`src/omvn_ram.sv`:
```
`default_nettype none
module omvn_ram #(
    parameter int WIDTH = 32,
    parameter int DEPTH = 64,
    localparam int AW = (DEPTH > 1) ? $clog2(DEPTH) : 1
) (
    input  wire logic                  aclk,
    input  wire logic                  we,
    input  wire logic [AW-1:0]         waddr,
    input  wire logic [WIDTH-1:0]      wdata,
    input  wire logic [AW-1:0]         raddr,
    output logic      [WIDTH-1:0]      rdata
);
    logic [WIDTH-1:0] mem [DEPTH];

    // Write port and registered read port
    always_ff @(posedge aclk) begin
        if (we) begin
            mem[waddr] <= wdata;
        end
        rdata <= mem[raddr];
    end
endmodule
`default_nettype wire

```
`config.mk`:
```
export PLATFORM = sky130hd
export DESIGN_NAME = omvn_ram
export DESIGN_NICKNAME = d
export VERILOG_FILES = /design/src/omvn_ram.sv
export SDC_FILE = /design/constraint.sdc
export NUM_CORES = 2
export LEC_CHECK = 0
export BUFFER_PORTS_ARGS = -buffer_cell sky130_fd_sc_hd__clkbuf_2
export CORE_MARGIN = 2
export CORE_UTILIZATION = 60
export CTS_BUF_LIST = sky130_fd_sc_hd__clkbuf_8
export DETAILED_ROUTE_END_ITERATION = 7
export PLACE_DENSITY = 0.76
export SETUP_SLACK_MARGIN = 0.4
export SYNTH_ARGS = -nofsm -noshare
export SYNTH_HDL_FRONTEND = slang
export SYNTH_SLANG_ARGS = --single-unit
```
`constraint.sdc`:
```
create_clock -name aclk -period 4.23 [get_ports aclk]
set_input_delay 0 -clock aclk [delete_from_list [all_inputs] [get_ports aclk]]
set_output_delay 0 -clock aclk [all_outputs]
set_load 0.02 [all_outputs]
```
======== After elaboration in Yosys (flattened, before gate mapping) ========
Memories as Yosys holds them, arrays and structs flattened. A register that Yosys moved wholly into a read port is not among the register bits.
Index checks and enable logic that the tools add are counted.
storage, ports and cells
  flip-flop bits (word level) ............. 0
  memory bits (writable) .................. 2048
  word-level logic and storage cells ...... 3
  memories ................................ 1
operators by class
  multiplexer cells ....................... 2
memories
  memory  words  bits a word  read ports  clocked after Yosys merged registers in  write ports  RTL line  RTL
  mem     64     32           1           1                                        1            14        logic [WIDTH-1:0] mem [DEPTH];
operators with widths
  kind     number
  $mux W1  2

======== Logic depth before layout (Yosys ltp) ========
  depth in word-level cells ............... 2
  depth in mapped cells ................... 10
  depth with buffers taken out ............ 5

======== Worst setup path before layout ========
OpenSTA, ideal clock, no wires.
  path kind ............................... in2reg
  start ................................... input port waddr[3]
  end ..................................... memory mem[48][0] (enable)
  data arrival time ....................... 2699 ps
  slack ................................... 1070 ps
  cell stages on the path ................. 4
  path buffers ............................ 1
  path through ............................ clkbuf_1 > nor2b_1 > nand4b_1 > nor3_1
RTL lines
  what         RTL line  RTL
  from (decl)  9         input wire logic [AW-1:0] waddr,
  to (decl)    14
No word-level cell before the write port.

==> tab_implementation.tex <==
\begin{tabular}{lr}
\hline
Metric & Value \\
\hline
\multicolumn{2}{l}{\textbf{Clock tree}} \\
Clock tree from TritonCTS & yes \\
Cts bufs inserted & 327 \\
Clock transition at the registers of the reported paths & 0.06 ns \\
Maximum clock insertion buffer count & 4 \\
Clock network latency to the later pin of the worst-skew pair & 1.01 ns \\
Root buffer cell & clkbuf\_8 \\
\# clock sinks & 2080 \\
Clock H-tree levels & 5 \\
\multicolumn{2}{l}{\textbf{GRT}} \\
GRT Max-Usage Layer & met2 \\
Pin count of the biggest net entering global routing & 92 \\
Initial antenna violation count & 8 \\
Remaining global-route overflow & 0 \\
Number of global-route vias before repair & 39248 \\
M3 GR Usage & 0.0557 \\
Met1 Usage GRT & 0.418 \\
Combined global-route utilization of all metal layers & 0.291 \\
Grt met2 use & 0.443 \\
Wire length of the first global-routing pass & 278000 um \\
\multicolumn{2}{l}{\textbf{Critical path}} \\
Logic depth of the worst register-to-register path & 4 \\
Data arrival time at the worst-slack endpoint & 3.73 ns \\
Source of the critical timing path & raddr[1] \\
Type of the worst setup path & input port to register \\
Required time at the worst-slack endpoint & 5.04 ns \\
Capturing element type of the critical path & register \\
Reg2reg setup slack & 1.83 ns \\
Capturing instance or port of the critical path & rdata[12] \\
Largest fanout of any net on the critical path & 84 \\
Reg-to-Reg Start & mem[47][12] \\
Launching element type of the critical path & input port \\
Crit Reg-Reg Endpoint & rdata[12] \\
\multicolumn{2}{l}{\textbf{Synth}} \\
Synth Warn \# & 0 \\
Top post-synthesis cells by count & edfxtp\_1, mux4\_2, nor2\_1, mux2i\_1, o22ai\_1 \\
Number of flops mapped to enable cells by yosys & 2048 \\
Unique masters post-synth & 34 \\
Post-synth design cell area & 78500 um\^{}2 \\
Cells after Synth & 3324 \\
Share of Yosys cell area claimed by the top area cell type & 0.783 \\
Number of storage elements in the synthesis netlist & 2080 \\
Top post-synthesis cells by area & edfxtp\_1, mux4\_2, mux2i\_1, dfxtp\_1, o22ai\_1 \\
Cell with the most instances after synthesis & edfxtp\_1 \\
Sequential area share after synthesis & 0.791 \\
Main flop type after synthesis & edfxtp\_1 \\
Net count after synthesis & 3370 \\
Fraction of registers with async set/reset & 0 \\
Post-Syn Area per Cell & 23.6 um\^{}2 \\
Cell accounting for the most synthesized area & edfxtp\_1 \\
\multicolumn{2}{l}{\textbf{Place}} \\
Number of placed instances, taps included & 5128 \\
Instance area after placement & 82100 um\^{}2 \\
Estimated wirelength of the detail-placed design & 113000 um \\
GPL Wtd Cong & 0.891 \\
Number of buffers added on ports & 77 \\
\multicolumn{2}{l}{\textbf{Routing}} \\
DR iter-0 viols & 5801 \\
Drt first pass iters & 6 \\
Vias per cell & 6.75 \\
Total vias in the final route & 38636 \\
Total DRC errors in the routed layout & 0 \\
DR WL/cell & 33.7 um \\
Number of nets with antenna violations after detailed routing & 0 \\
Wire length reported by the detailed router & 193000 um \\
\multicolumn{2}{l}{\textbf{Floorplan}} \\
Die area & 134000 um\^{}2 \\
Count of standard-cell rows & 132 \\
Die outline width & 366 um \\
Starting utilization of the core area & 0.606 \\
Num ports & 78 \\
Std-Cell Core Area & 130000 um\^{}2 \\
Die extent in y & 366 um \\
\multicolumn{2}{l}{\textbf{Finish}} \\
Fraction of final layout cells with drive strength greater than 1 & 0.310 \\
FILL cells & 7624 \\
Area growth, synth to finish & 12.2\% \\
Multi-input gate area & 16000 um\^{}2 \\
Number of cells in the finished layout apart from fillers & 5721 \\
Register area & 62100 um\^{}2 \\
Post-route cell area & 88100 um\^{}2 \\
Final net count & 3797 \\
\multicolumn{2}{l}{\textbf{Timing}} \\
RSZ-0062 raised after global routing & false \\
Final Slew Violations & 0 \\
Worst slew slack as a fraction of its limit & 0.0544 \\
Final clock skew & 0.0626 ns \\
Fin crit share & 0.691 \\
Transition time of the tightest slew-check pin & 1.42 ns \\
Time the final worst path needs with I/O delays and setup & 2.92 ns \\
Final setup violating endpoints & 0 \\
Highest clock frequency the design can meet & 342 MHz \\
Count of final hold-check violations & 0 \\
Setup Total Neg Slack & 0 ns \\
\multicolumn{2}{l}{\textbf{Power and ir drop}} \\
Pleak & 0.0281 uW \\
Power per unit of standard cell area & 453 nW/um\^{}2 \\
Maximum ir drop on the vdd rail & 0.329 mV \\
\multicolumn{2}{l}{\textbf{Min path}} \\
Worst min-delay path class & input port to register \\
\multicolumn{2}{l}{\textbf{Flow run}} \\
Number of maximum-capacitance constraint violations & 0 \\
\multicolumn{2}{l}{\textbf{Run status}} \\
Outcome & completed \\
\hline
\end{tabular}
[per-stage QoR]
step,power (uW),utilization,setup WS (ns),hold slack [ns]
global placement,25400,0.634,1.10,0.420
CTS,40000,0.679,1.47,0.0161
detailed placement,25500,0.634,1.05,0.422
floorplan,24500,-,1.07,0.0989
global route,41000,0.679,1.38,0.0559
finish,39900,0.679,1.31,0.104
[flip-flops by register name, summed over array words and instances, names as in the netlist]
register	flops
mem	2048
rdata	32
[how the worst min path moves through the flow]
stage,from,to,slack [ns],depth (start not counted)
after floorplan,wdata[0],mem[0][0],0.1,0
after global placement,rdata[6],rdata[6],0.42,1
after detailed placement,rdata[17],rdata[17],0.42,1
after CTS,waddr[4],mem[48][12],0.02,3
after global routing,waddr[4],mem[48][31],0.06,3
final,waddr[4],mem[48][31],0.10,3
[placed cells by master, fill, tap and decap left out, drive strengths merged, types with 7 or more instances in the layout]
cell type    count
clkinv          83
nor3             7
a22oi           12
nor2           137
a311oi           8
nor2b           15
edfxtp        2048
mux4           544
o221ai          27
dlygate4sd3     35
buf            172
nand2b           8
a21oi           62
o22ai           84
dfxtp           32
clkbuf         414
inv            123
mux2i           93
nand2           26
[what timing repair did]
| action | in CTS | in global routing |
|---|---|---|
| setup endpoints to repair | 0 | 0 |
| hold buffers | 35 | 0 |
| buffers inserted | 0 | 0 |
| hold endpoints to repair | 1769 | 0 |
| resized for setup | 0 | 0 |
[metal layers]
layer | vias to the layer above | routed length [um]
met3 | 485 | 21800
met4 | 6 | 9660
met1 | 20195 | 69900
met2 | 2786 | 91600
li1 | 15164 | -
met5 | - | 30
[logic make-up (layout without fill, tap and decap cells)]
logic type	count (synthesis)	count (layout)	share of synthesized area
simple gates	223	223	0.0127
mux	637	637	0.168
flops	2080	2080	0.791
buf+inv	182	833	0.0113
other cells	0	4	0
compound gates	202	202	0.0167
[power breakdown]
part | total (uW) | internal (uW) | switching [uW] | leakage [uW]
clock network | 14800 | 7460 | 7360 | 0.00332
logic | 2110 | 785 | 1320 | 0.00608
registers | 23000 | 22800 | 121 | 0.0187
total | 39900 | 31100 | 8800 | 0.0281
[cell type report]
class                   instances  area share
clock inverters               212     0.00994
diodes                          4    0.000114
repair buffers                280      0.0253
multi-input cells            1062       0.181
clock buffers                 341      0.0533
flip-flops and latches       2080       0.705
well taps                    1742      0.0247
[critical path, cell delays in order]
cell and delay (ns):
dlygate4sd3_1 0.56, buf_8 0.57, buf_12 0.56, mux4_2 0.42, mux4_2 0.56, o22ai_1 0.69, nor2_1 0.13
(Power assumes the default switching activity.)
