[config.mk]
export PLATFORM = sky130hd
export DESIGN_NAME = omvn_rsq
export DESIGN_NICKNAME = d
export VERILOG_FILES = /design/src/omvn_pkg.sv /design/src/omvn_rsq.sv
export SDC_FILE = /design/constraint.sdc
export NUM_CORES = 1
export LEC_CHECK = 0
export ABC_AREA = 1
export BUFFER_PORTS_ARGS = -buffer_cell sky130_fd_sc_hd__buf_2
export CELL_PAD_IN_SITES_DETAIL_PLACEMENT = 2
export CELL_PAD_IN_SITES_GLOBAL_PLACEMENT = 2
export CORE_MARGIN = 1.5
export CORE_UTILIZATION = 35
export CTS_CLUSTER_SIZE = 30
export DETAILED_ROUTE_END_ITERATION = 10
export PLACE_DENSITY = 0.84
export SKIP_LAST_GASP = 1
export SYNTH_ARGS = -nofsm -noshare
export SYNTH_HDL_FRONTEND = slang
export SYNTH_SLANG_ARGS = --single-unit
[constraint.sdc]
create_clock -name aclk -period 14.2 [get_ports aclk]
set_input_delay 2.84 -clock aclk [delete_from_list [all_inputs] [get_ports aclk]]
set_output_delay 2.84 -clock aclk [all_outputs]
set_load 0.1 [all_outputs]
[src/omvn_pkg.sv]
`default_nettype none
package omvn_pkg;

    // Fixed field widths
    localparam int VALUE_W  = 32;
    localparam int CFG_W    = 7;
    localparam int FILL_W   = 12;
    localparam int VFILL_W  = 7;
    localparam int ACC_W    = 64;
    localparam int G_W      = 33;
    localparam int J_W      = 5;
    localparam int TERM_W   = 42;
    localparam int SH_W     = 6;

    localparam logic [FILL_W-1:0] FILL_MAX  = 12'd4095;
    localparam logic [SH_W-1:0]   SHIFT_TOP = 6'd48;

    // Top-level sequencer states
    typedef enum logic [2:0] {
        ST_IDLE,
        ST_ACC,
        ST_DRAIN,
        ST_RSQ,
        ST_OUT_RD,
        ST_OUT_MUL,
        ST_OUT_RND,
        ST_OUT_HOLD
    } top_state_t;

    // Reciprocal square root unit states
    typedef enum logic [1:0] {
        RS_IDLE,
        RS_NORM,
        RS_SQRT,
        RS_DIV
    } rsq_state_t;

    // Tag that travels with one memory read into the accumulate datapath
    typedef struct packed {
        logic valid;
        logic k_ok;
        logic l_ok;
        logic diag;
    } mac_tag_t;

    // Result of the reciprocal square root unit
    typedef struct packed {
        logic           done;
        logic [G_W-1:0] g;
        logic [J_W-1:0] j;
    } rsq_res_t;

endpackage
`default_nettype wire

[src/omvn_rsq.sv]
`default_nettype none
module omvn_rsq (
    input  wire logic                                aclk,
    input  wire logic                                aresetn,
    input  wire logic                                start,
    input  wire logic signed [omvn_pkg::ACC_W-1:0]   acc_in,
    output omvn_pkg::rsq_res_t                       res
);
    localparam int GW = omvn_pkg::G_W;
    localparam int JW = omvn_pkg::J_W;

    omvn_pkg::rsq_state_t state_reg, state_next;
    logic [63:0]   m_reg, m_next;
    logic [JW-1:0] j_reg, j_next;
    logic [63:0]   v_reg, v_next;
    logic [63:0]   root_reg, root_next;
    logic [63:0]   one_reg, one_next;
    logic [31:0]   div_reg, div_next;
    logic [31:0]   rem_reg, rem_next;
    logic [GW-1:0] q_reg, q_next;
    logic [5:0]    bit_reg, bit_next;
    logic          done_reg, done_next;

    logic [63:0] a_clamp, trial;
    logic [31:0] shifted;

    // Clamp sum to [1, 2^59], then normalize, root and divide one step a cycle
    always_comb begin
        state_next = state_reg;
        m_next     = m_reg;
        j_next     = j_reg;
        v_next     = v_reg;
        root_next  = root_reg;
        one_next   = one_reg;
        div_next   = div_reg;
        rem_next   = rem_reg;
        q_next     = q_reg;
        bit_next   = bit_reg;
        done_next  = 1'b0;
        a_clamp    = 64'd1;
        trial      = root_reg + one_reg;
        shifted    = {rem_reg[30:0], bit_reg == 6'd62};

        if (acc_in > 64'sd0) begin
            a_clamp = (acc_in > (64'sd1 <<< 59)) ? (64'd1 << 59) : 64'(acc_in);
        end

        case (state_reg)
            omvn_pkg::RS_IDLE: begin
                if (start) begin
                    m_next     = a_clamp << 1;
                    j_next     = '0;
                    state_next = omvn_pkg::RS_NORM;
                end
            end
            omvn_pkg::RS_NORM: begin
                if (m_reg[63:60] == 4'd0) begin
                    m_next = m_reg << 2;
                    j_next = j_reg + JW'(1);
                end else begin
                    v_next     = m_reg;
                    root_next  = '0;
                    one_next   = 64'd1 << 60;
                    state_next = omvn_pkg::RS_SQRT;
                end
            end
            omvn_pkg::RS_SQRT: begin
                if (v_reg >= trial) begin
                    v_next    = v_reg - trial;
                    root_next = (root_reg >> 1) + one_reg;
                end else begin
                    root_next = root_reg >> 1;
                end
                one_next = one_reg >> 2;
                if (one_reg == 64'd1) begin
                    div_next   = root_next[31:0];
                    rem_next   = '0;
                    q_next     = '0;
                    bit_next   = 6'd62;
                    state_next = omvn_pkg::RS_DIV;
                end
            end
            omvn_pkg::RS_DIV: begin
                if (shifted >= div_reg) begin
                    rem_next = shifted - div_reg;
                    q_next   = {q_reg[GW-2:0], 1'b1};
                end else begin
                    rem_next = shifted;
                    q_next   = {q_reg[GW-2:0], 1'b0};
                end
                bit_next = bit_reg - 6'd1;
                if (bit_reg == 6'd0) begin
                    done_next  = 1'b1;
                    state_next = omvn_pkg::RS_IDLE;
                end
            end
            default: begin
                state_next = omvn_pkg::RS_IDLE;
            end
        endcase
    end

    always_ff @(posedge aclk) begin
        if (!aresetn) begin
            state_reg <= omvn_pkg::RS_IDLE;
            done_reg  <= 1'b0;
        end else begin
            state_reg <= state_next;
            done_reg  <= done_next;
        end
        m_reg    <= m_next;
        j_reg    <= j_next;
        v_reg    <= v_next;
        root_reg <= root_next;
        one_reg  <= one_next;
        div_reg  <= div_next;
        rem_reg  <= rem_next;
        q_reg    <= q_next;
        bit_reg  <= bit_next;
    end

    assign res.done = done_reg;
    assign res.g    = q_reg;
    assign res.j    = j_reg;
endmodule
`default_nettype wire

Yosys cells after proc, flatten, opt, wreduce, memory -nomap -nowiden
Cells that the tools add are included.
Widths: inputs -> output; s select.
{"block": "word_totals", "regBits": 366, "rom_bits": 0, "latch_bits": 0, "elab_cells": 75, "output_inout_bits": 39, "ram_bits": 0, "n_memories": 0, "in_bits": 67}
{"block": "classes", "div_mod_pow": 0, "mux": 30, "n_bitwise": 0, "n_lt_le_gt_ge": 4, "n_mul": 0, "addsub": 6, "n_eq_ne": 11, "reduce_logical": 13, "shift": 0}
{"cell": "$pmux 64 s2", "count": 4}
{"cell": "$mux 64", "count": 7}
{"cell": "$mux 63", "count": 2}
{"cell": "$pmux 33 s2", "count": 1}
{"cell": "$add 63x64->64", "count": 1}
{"cell": "$add 64x64->64", "count": 1}
{"cell": "$eq 64x1->1 const B", "count": 1}
{"cell": "$ge 64x64->1", "count": 1}
{"cell": "$gt 64x1->1 const B", "count": 1}
{"cell": "$gt 64x61->1 const B", "count": 1}
{"cell": "$sub 64x64->64", "count": 1}
{"cell": "$mux 31", "count": 2}
{"cell": "$pmux 31 s2", "count": 1}
{"cell": "$mux 33", "count": 1}
{"cell": "$ge 32x32->1", "count": 1}
{"cell": "$sub 31x31->31", "count": 1}
{"cell": "$ne 2x2->1 const B", "count": 6}
{"cell": "$pmux 6 s2", "count": 1}
{"cell": "$mux 5", "count": 2}
{"cell": "$pmux 5 s2", "count": 1}
{"cell": "$mux 2", "count": 4}
{"cell": "$pmux 2 s4", "count": 1}
{"cell": "$reduce_and 2->1", "count": 4}
{"cell": "$eq 6x6->1 const B", "count": 1}
{"cell": "12 further kinds", "count": 17}

Logic depth before layout (Yosys ltp)
{"block": "logic_depth", "word_depth": 5, "depth_mapped": 28, "ltp_nobuf": 27}

Least setup slack after synthesis
OpenSTA, ideal clock, no wires.
{"block": "synth_path", "kind": "in2reg", "startpoint": "input start", "endpoint": "register j_reg[0], enable pin", "path_buffers": 0, "setup_ns": 0.516, "arrival_time_ns": 6.175, "slack_ns": 7.509, "t_required_ns": 13.684, "path_stages": 2, "cell_sequence": "nor2_1 -> a21oi_1"}
{"block": "synth_between", "elab_chain_cells": 2}
{"item": "start, declared", "line_no": "omvn_rsq.sv:5", "text": "input wire logic start,"}
{"item": "$ne 2x2->1 (no source line)"}
{"item": "$reduce_and 3->1 (no source line)"}
{"item": "end signal, assigned", "line_no": "omvn_rsq.sv:112", "text": "j_reg <= j_next;"}
{"item": "end, declared", "line_no": "omvn_rsq.sv:14", "text": "logic [JW-1:0] j_reg, j_next;"}
Every way passes these cells.
A chain may end at the register's enable or synchronous reset.

Worst setup path in the final report
{"block": "layout_path", "startpoint": "register root_reg[10]", "endpoint": "register v_reg[54], enable pin"}
{"block": "layout_between", "elab_chain_cells": 4}
{"item": "start, declared", "line_no": "omvn_rsq.sv:16", "text": "logic [63:0] root_reg, root_next;"}
{"item": "start signal, assigned", "line_no": "omvn_rsq.sv:114", "text": "root_reg <= root_next;"}
{"item": "$add 64x64->64", "line_no": "omvn_rsq.sv:41", "text": "trial = root_reg + one_reg;"}
{"item": "$ge 64x64->1", "line_no": "omvn_rsq.sv:68", "text": "if (v_reg >= trial) begin"}
{"item": "$ne 2x2->1 (no source line)"}
{"item": "$reduce_and 3->1 (no source line)"}
{"item": "end signal, assigned", "line_no": "omvn_rsq.sv:113", "text": "v_reg <= v_next;"}
{"item": "end, declared", "line_no": "omvn_rsq.sv:15", "text": "logic [63:0] v_reg, v_next;"}
Every way passes these cells.

==> summary.md <==
| Metric | Value |
|---|---|
| CTS tree | `built` |
| Worst-Margin Slew | `1.20 ns` |
| TritonCTS Sinks | `~330` |
| Worst hold margin | `0.542 ns` |
| DRC Markers | `0` |
| Outcome | `finished, final reports clean` |
| WS Path Type | `reg2reg` |
| Wire per inst | `approximately 23 um` |
| Critical path launch point type | `flip-flop` |
| Hold buffers post-CTS | `0` |
| Post-DP HPWL | `about 110000 um` |
| Syn_nets | `roughly 4800` |
| Pre-antenna DRT Iters | `5` |
| Fill cells | `roughly 11000` |
| Register area share after synthesis | `33.3%` |
| Synthesized area | `0.0298 mm2` |
| Antenna cells | `0` |
| Number of routed nets with antenna violations | `0` |
| Final-report setup violation count | `0` |
| Starting density of the core | `~35%` |
| Via count | `between 30000 and 40000` |
| CP max FO | `64` |
| Largest net degree at the start of global routing | `~90` |
| Via-to-Cell Ratio | `approximately 5.3` |
| Total I/O pin count | `around 110` |
| Initial antenna violation count | `0` |
| Drt total wl | `between 100000 and 150000 um` |
| Distinct cells, synth | `47` |
| GRT Total Usage | `a little under a third` |
| Design area | `approximately 0.033 mm2` |
| Hold Path Sink | `q_reg[20]$_SDFFCE_PN0P_` |
| Synth Instances | `approximately 4600` |
| Post-DP Area | `around 0.032 mm2` |
| Warnings from Yosys | `0` |
| Die Height | `between 200 and 300 um` |
| Layout cells sized above 1 | `5.54%` |
| Max Slew Vio Count | `0` |
| CTS Root Cell | `clkbuf_16` |
| First-pass GRT wire length | `201000 um` |
| WHS Path Cells | `2` |
| Worst Reg2Reg Path Length in Cells | `20` |
| Die area | `roughly 0.087 mm2` |
| CTS H-tree lvls | `2` |
| Critical path arrival | `approximately 6.7 ns` |
| PortBufs | `roughly 110` |
| Highest clock rate | `approximately 150 MHz` |
| Worst Setup End Kind | `flip-flop` |
| CP required | `14.40 ns` |
| Initial DRC Count | `about 1900` |
| Area Overhead vs Synth | `10.6%` |
| Hold WC Path Type | `reg2reg` |
| Fin crit period | `6.50 ns` |
| CTS resizes | `0` |
| Critical R2R Capture | `v_reg[54]$_DFFE_PP_` |
| Fin nets | `4915` |
| Period utilization | `a little under half` |
| Final Hold Vio Count | `0` |
| Synth Register Bits | `about 330` |
| Core area | `approximately 0.084 mm2` |
| Grt total ovfl | `0` |
| Setup_tns | `0 ns` |
| Gpl congestion | `0.936` |
| Worst r2r src | `root_reg[10]$_SDFFCE_PN0P_` |
| Bufs on Longest Clock Path | `3` |
| Flop2flop setup slack | `~7.7 ns` |
| Max-Cap Viols | `0` |
| Final Skew | `0.0395 ns` |
| Vias in the first global route | `33340` |
| Clock Latency Late Sink | `between 0.6 and 0.7 ns` |
| Die Span X | `~300 um` |
| Setup Buffers After CTS | `0` |
| Clock Pin Slew Worst Setup and Hold Paths | `approximately 0.060 ns` |
| Avg Inst Size Synth | `roughly 6.5 um2` |
| FP Rows | `~110` |
| Slew margin rel. | `between 10% and 20%` |
| RSZ-0062 raised after global routing | `false` |
| Inserted Clock Buffers | `43` |
| Hold_sp | `q_reg[19]$_SDFFCE_PN0P_` |
[logic make-up after synthesis]
group	Yosys count	share of synthesized area, %
AO/OA/AOI/OAI	468	8.53
adder cells (fa/ha/maj)	171	7.22
buffers and inverters	815	10.5
AND/OR/NAND/NOR	2676	36.8
flip-flops	332	33.3
XOR/XNOR	124	3.64
[critical path, cell delays in order (launching register included)]
cell and delay (ns):
edfxtp_1 0.52, ha_1 0.43, nand2_1 0.13, o21ai_1 0.32, nand2_1 0.13, o21ai_1 0.13
nor2_1 0.11, o21ai_0 0.64, nand2_1 0.29, nand3_1 0.17, nand2_1 0.10, ha_1 0.46
nand2_1 0.17, nor2_1 0.26, nand2_1 0.17, nor3_2 0.35, nand2_4 0.40, nand2_4 0.27
o21ai_1 0.10, inv_2 0.10, buf_4 0.77
[cells in the final DEF, fill, tap and decap left out, drive strengths merged, types with 4 or more instances in the layout]
master    count
nor4         22
nand3       328
and2          8
nor3         41
edfxtp      329
nor2        484
a21boi        5
o21ai       199
xor2         58
a21o         14
nand3b       37
nand2      1720
nand4        28
clkinv       19
or2           4
ha          169
o21a         10
clkinvlp      7
clkbuf       50
inv         740
o21bai       21
xnor2        66
buf         121
a21oi       210
[per-layer routing]
layer  wire length, um  global-route usage [%]
met2             64100                    53.0
met4              3990                    8.77
met3              5070                    2.57
met5                 0                       0
met1             59400                    39.0
[cell type report]
| class | count | area, um2 | area share, % |
|---|---|---|---|
| Inverter | 740 | 2780 | 8.42 |
| Sequential cell | 332 | 9940 | 30.1 |
| Multi-Input combinational cell | 3439 | 16800 | 51.0 |
| Tap cell | 1134 | 1420 | 4.30 |
| Clock buffer | 50 | 1100 | 3.34 |
| Clock inverter | 29 | 292 | 0.883 |
| Timing Repair Buffer | 121 | 646 | 1.96 |
[how the worst max path moves through the flow]
stage | startpoint | to | slack, ns | cells after the start
global placement | root_reg[16]$_SDFFCE_PN0P_ | root_reg[60]$_SDFFCE_PN0P_ | 8.04 | 23
finish | root_reg[10]$_SDFFCE_PN0P_ | v_reg[54]$_DFFE_PP_ | 7.70 | 20
CTS | root_reg[12]$_SDFFCE_PN0P_ | root_reg[60]$_SDFFCE_PN0P_ | 7.77 | 23
global route | root_reg[10]$_SDFFCE_PN0P_ | v_reg[59]$_DFFE_PP_ | 7.36 | 20
floorplan | start | j_reg[0]$_SDFFCE_PN0P_ | 7.51 | 2
detailed placement | root_reg[12]$_SDFFCE_PN0P_ | root_reg[60]$_SDFFCE_PN0P_ | 7.85 | 23
[Yosys cell counts, drive strengths merged]
master  instances  area, um2
clkinv          2       7.51
fa              2       40.0
o21ai         199       1000
xnor2          66        578
buf            31        193
o21bai         21        158
nand3         328       1650
edfxtp        329       9880
o31ai           2       15.0
clkbuf         44        165
nor4           22        138
a21oi         210       1110
o211ai          2       15.0
o22ai           2       12.5
nand2        1720       6570
and3b           1       8.76
nand4          28        175
nor2          484       1860
inv           738       2770
nor3           41        215
o21a           10       75.1
dfxtp           3       60.1
a21boi          5       37.5
ha            169       2110
nor2b           1       6.26
or2             4       25.0
and3            2       12.5
and2            8       50.1
a21o           14        105
xor2           58        508
a31oi           3       18.8
nand3b         37        278
[through the flow]
step           util, %  setup WS [ns]  cells
3_3_place_gp      37.6           8.04   5766
3_5_place_dp      37.6           7.85   5766
2_1_floorplan        -           7.51   4586
5_1_grt           39.3           7.36   5845
6_report          39.3           7.70   5845
4_1_cts           39.3           7.77   5845
Power is left out: the tool's default activity adds up to more than one toggle a clock period on the data nets, which glitch-free logic cannot reach.
